**src/rtl/core/sps_pkg.sv**
```systemverilog
package sps_pkg;

  // Shape kinds held in the shape_kind register.
  localparam logic [1:0] SHAPE_BOX      = 2'd0;
  localparam logic [1:0] SHAPE_SPHERE   = 2'd1;
  localparam logic [1:0] SHAPE_CYLINDER = 2'd2;
  localparam logic [1:0] SHAPE_NONE     = 2'd3;

  // Configuration register indexes.
  localparam int CFG_IW = 3;
  localparam logic [CFG_IW-1:0] CFG_KIND   = 3'd0;
  localparam logic [CFG_IW-1:0] CFG_QUAT   = 3'd1;
  localparam logic [CFG_IW-1:0] CFG_POS_X  = 3'd2;
  localparam logic [CFG_IW-1:0] CFG_POS_Y  = 3'd3;
  localparam logic [CFG_IW-1:0] CFG_POS_Z  = 3'd4;
  localparam logic [CFG_IW-1:0] CFG_SIZE_A = 3'd5;
  localparam logic [CFG_IW-1:0] CFG_SIZE_B = 3'd6;
  localparam logic [CFG_IW-1:0] CFG_SIZE_C = 3'd7;

  localparam logic [63:0] QUAT_IDENTITY = 64'h4000_0000_0000_0000;

  // Square root of a 64-bit sum: two bits of radicand per step.
  localparam int SQRT_STEPS = 32;
  // Quotient of the radius scaling never exceeds the 31-bit radius.
  localparam int DIV_STEPS = 31;

  typedef struct packed {
    logic signed [31:0] x;
    logic signed [31:0] y;
    logic signed [31:0] z;
  } vec_t;

  // Quaternion lanes widened by one bit so a negated lane is exact.
  typedef struct packed {
    logic signed [16:0] w;
    logic signed [16:0] x;
    logic signed [16:0] y;
    logic signed [16:0] z;
  } quat_t;

  typedef struct packed {
    logic [1:0]  kind;
    logic [63:0] quat;
    vec_t        pos;
    logic [30:0] size_a;
    logic [30:0] size_b;
    logic [30:0] size_c;
  } cfg_t;

  // Queue entry: body-frame direction and its squared length.
  typedef struct packed {
    vec_t        b;
    logic [63:0] s;
  } qent_t;

  // Sign information carried alongside the magnitudes in the back end.
  typedef struct packed {
    logic [2:0] neg;
    logic [2:0] nz;
    logic       zl;
  } sgn_t;

  function automatic logic signed [31:0] sat32(input logic signed [43:0] v);
    logic signed [31:0] r;
    if (v[43:31] == {13{v[43]}}) begin
      r = v[31:0];
    end else if (v[43]) begin
      r = 32'sh8000_0000;
    end else begin
      r = 32'sh7FFF_FFFF;
    end
    return r;
  endfunction

  // Unpacks the register lanes; conj negates the vector part at full width.
  function automatic quat_t unpack_quat(input logic [63:0] raw, input logic conj);
    quat_t q;
    q.w = 17'(signed'(raw[63:48]));
    q.z = 17'(signed'(raw[47:32]));
    q.y = 17'(signed'(raw[31:16]));
    q.x = 17'(signed'(raw[15:0]));
    if (conj) begin
      q.x = -q.x;
      q.y = -q.y;
      q.z = -q.z;
    end
    return q;
  endfunction

endpackage

```
**src/rtl/core/sps_fifo.sv**
```systemverilog
module sps_fifo #(
  parameter int DEPTH = 4
) (
  input  logic           clk,
  input  logic           rst_n,
  input  logic           wr,
  input  sps_pkg::qent_t wdata,
  input  logic           rd,
  output sps_pkg::qent_t rdata,
  output logic           full,
  output logic           empty
);

  localparam int AW = (DEPTH > 1) ? $clog2(DEPTH) : 1;
  localparam int CW = $clog2(DEPTH + 1);

  sps_pkg::qent_t mem_r [DEPTH];
  logic [AW-1:0]  wp_r, rp_r;
  logic [CW-1:0]  cnt_r;
  logic           do_wr, do_rd;

  assign full  = (cnt_r == CW'(DEPTH));
  assign empty = (cnt_r == '0);
  assign do_wr = wr && !full;
  assign do_rd = rd && !empty;
  assign rdata = mem_r[rp_r];

  // Entry storage.
  always_ff @(posedge clk) begin
    if (do_wr) begin
      mem_r[wp_r] <= wdata;
    end
  end

  // Pointers and occupancy.
  always_ff @(posedge clk) begin
    if (!rst_n) begin
      wp_r  <= '0;
      rp_r  <= '0;
      cnt_r <= '0;
    end else begin
      if (do_wr) begin
        wp_r <= (wp_r == AW'(DEPTH - 1)) ? '0 : wp_r + 1'b1;
      end
      if (do_rd) begin
        rp_r <= (rp_r == AW'(DEPTH - 1)) ? '0 : rp_r + 1'b1;
      end
      unique case ({do_wr, do_rd})
        2'b10:   cnt_r <= cnt_r + 1'b1;
        2'b01:   cnt_r <= cnt_r - 1'b1;
        default: cnt_r <= cnt_r;
      endcase
    end
  end

endmodule

```
**config.mk**
```make
export PLATFORM = sky130hd
export DESIGN_NAME = sps_fifo
export DESIGN_NICKNAME = d
export VERILOG_FILES = /design/src/rtl/core/sps_pkg.sv /design/src/rtl/core/sps_fifo.sv
export SDC_FILE = /design/constraint.sdc
export NUM_CORES = 1
export LEC_CHECK = 0
export BUFFER_PORTS_ARGS = -buffer_cell sky130_fd_sc_hd__buf_2
export CORE_AREA = 3 3 233 235
export CTS_CLUSTER_DIAMETER = 60
export DETAILED_ROUTE_END_ITERATION = 6
export DIE_AREA = 0 0 236 238
export HOLD_SLACK_MARGIN = 0.12
export PLACE_DENSITY = 0.63
export SLEW_MARGIN = 20
export SYNTH_ARGS = -nofsm -noshare
export SYNTH_HDL_FRONTEND = slang
export SYNTH_SLANG_ARGS = --single-unit
```
**constraint.sdc**
```tcl
create_clock -name clk -period 7.11 [get_ports clk]
set_clock_uncertainty 0.1 [all_clocks]
set_input_delay 0.3555 -clock clk [delete_from_list [all_inputs] [get_ports clk]]
set_output_delay 0.3555 -clock clk [all_outputs]
set_load 0.05 [all_outputs]
```
==> reports/metrics.cfg <==
[critical_path]
rrSetupSlack_ns=3.87
crit-reg2reg-capture=mem_r[2][81]
cp-endpoint=rdata[110]
r2r_start=cnt_r[2]
r2r_cells=5
worstSetupStartpointType=register
worstSetupPathType=reg -> out
crit_arrival_ns=3.20
end_kind=primary output
required_ns=6.65
path_max_fanout=41

[floorplanning]
core_um2=52400
die_h_um=238
die-area_um2=56200
ioPinCount=326
die_w_um=236
rows=84
start_util_pct=44.9

[logic_synthesis]
yosys.area.top_type_share_pct=81.6
ys_warn_count=0
synth.distinct_cells=23
synthFlopType=edfxtp_1
synthArstFlopShare_pct=0
synth-seq-area-share_pct=82.4
synthCells=892
synth-seq-cells=649
synth_area_leader_cell=edfxtp_1
synth_edf_count=640
synth_area_leaders=edfxtp_1 (82%), mux4_2 (15%), dfxtp_1 (0.77%)
synthesis.nets=1063
synth_area_um2=23600
avgSynthCellArea_um2=26.4

[global_routing]
grt_max_degree=141
grt_pass1_vias=12400
antenna_found_initial=2
grt_overflow=0
grt_pass1_wl_mm=73.2
grt_usage_pct=17.0

[routing]
avgRoutedWirePerCell_um=21.8
antenna_left=0
drcViolationCount=0
drt_first_pass_iters=5
drt-initial-drc-count=687
vias_per_cell=5.22
vias=11300
wl_mm=47.2

[pwr]
finalPower_mw=11.6
ir_drop_mv=0.261
powerDensity_nw_per_um2=391
p_leak_nw=9.98

[sta]
rsz0062_at_grt=no
hold_viol_final=0
tightestPinTransition_ns=0.971
tns_ns=0
drv_slew=0
finalSetupViolations=0
hold_ws_ns=0.208
fin_crit_sh_pct=51.5
fmax_mhz=273
post-route-min-period_ns=3.66
setup_ws_ns=3.45
slew_headroom_pct=35.3

[placed_design]
dp.cells=1880
portBuffers=325
place_congestion=0.722
dp_worst_setup_slack_ns=3.86
dpl_cell_area_um2=25900
hpwlAfterDp_mm=27.1

[final_layout]
nFillCells=3850
final_cells=2161
fin_area_um2=29700
syn2layout_area_growth_pct=26.1
drive_gt1_share_pct=40.0
multi_input_comb_area_um2=3890
utilization_pct=56.6
seq_area_um2=19400
nNetsFinal=1597

[status]
status=finished, final reports clean

[clocking]
postCtsSetupRepairBufs=0
cts_htree_levels=3
clockBufferDepth=3
numCtsBuffers=70
cts.sinks=649
clk_pin_slew_worst_paths_ns=0.05
clkLatencyLatePin_ns=0.57
cts_tree=done
cts-resized-gates=0
root_buffer=clkbuf_16

[min_path]
hold_class=in -> reg

[flow_run]
cap_viol_max_count=0

-- worst min path at each step --
| stage | from | end | slack [ns] | depth (start not counted) |
|---|---|---|---|---|
| after global routing | wr | wp_r[0] | 0.21 | 3 |
| final | wr | wp_r[0] | 0.21 | 3 |
| after CTS | wr | wp_r[0] | 0.15 | 3 |
| after detailed placement | wp_r[1] | wp_r[1] | 0.40 | 2 |
| after floorplan | wdata[0] | mem_r[0][0] | 0.35 | 0 |
| after global placement | wp_r[1] | wp_r[1] | 0.39 | 2 |
-- routing by layer --
metal  vias to the layer above  track usage, %  wire length (µm)
li1                       4921               -                 -
met1                      5958            23.2             20000
met2                       323            27.1             23000
met3                        72            4.76              3210
met4                         0            5.37              1020
met5                         -               0                 0
-- layout by cell type, fill, tap and decap left out, types with 2 or more instances in the layout --
cell           Yosys  layout
clkinv_2           0       2
clkbuf_16          0      73
buf_2             19     325
dfxtp_4            0       2
nand3_1            2       2
edfxtp_1         640     640
buf_4              0      11
inv_1              7       7
clkinvlp_4         0       3
and2_1             6       2
bufinv_16          0       5
clkinv_1           0      10
buf_12             0       2
dfxtp_1            9       7
mux2i_1            2       2
and2_4             0       4
o21ai_0            4       4
clkbuf_1           8      23
ha_1               6       6
mux4_2           160     160
nor2_1             2       2
diode_2            0       2
nand2_1            7       7
dlygate4sd3_1      0     162
-- layout make-up --
| cell class | count | share of cell area [%] |
|---|---|---|
| multi-input combinational | 198 | 13.1 |
| timing repair buffer | 500 | 11.3 |
| antenna | 2 | 0.0169 |
| clock inverter | 21 | 0.779 |
| sequential | 649 | 65.3 |
| inverter | 7 | 0.0885 |
| clock buffer | 96 | 6.44 |
| tap | 688 | 2.90 |
-- state kept, by name (all words and copies together) (netlist names), named ones only --
name,count
mem_r,640
cnt_r,3
rp_r,2
wp_r,2
-- critical path: stages, from the launching register on --
cell     delay (ns)
dfxtp_4        0.89
buf_4          0.77
mux4_2         0.64
buf_2          0.24
-- cells in the mapped netlist, types with 2 or more instances --
| cell | n |
|---|---|
| and2_1 | 6 |
| buf_2 | 19 |
| buf_6 | 11 |
| clkbuf_1 | 8 |
| dfxtp_1 | 9 |
| edfxtp_1 | 640 |
| ha_1 | 6 |
| inv_1 | 7 |
| mux2i_1 | 2 |
| mux4_2 | 160 |
| nand2_1 | 7 |
| nand3_1 | 2 |
| nor2_1 | 2 |
| o21ai_0 | 4 |
-- what timing repair did --
action                                  in CTS  in global routing
hold endpoints to repair                   649                  0
endpoints found under the setup margin       0                  0
hold buffers                               162                  0
-- cell families (layout without fill, tap and decap cells) --
logic type	count (synthesis)	in the layout	share of synthesized area, %
DFF	649	649	82.4
muxes	162	162	15.4
buffers and inverters	45	624	1.17
and+or+nand+nor	21	21	0.452
adders and majority gates	7	7	0.404
AOI/OAI and AO/OA	6	6	0.149
xor gates and xnor gates	2	2	0.0744
other	0	2	0
-- report_power, final --
group | leakage, nW | internal, mW | switching [mW] | total [mW]
clock network | 1.03 | 2.05 | 1.34 | 3.40
registers | 5.95 | 4.63 | 0.161 | 4.79
logic | 3.01 | 1.04 | 2.37 | 3.41
total | 9.98 | 7.73 | 3.88 | 11.6
No activity file was read; power rests on OpenSTA's default activity.
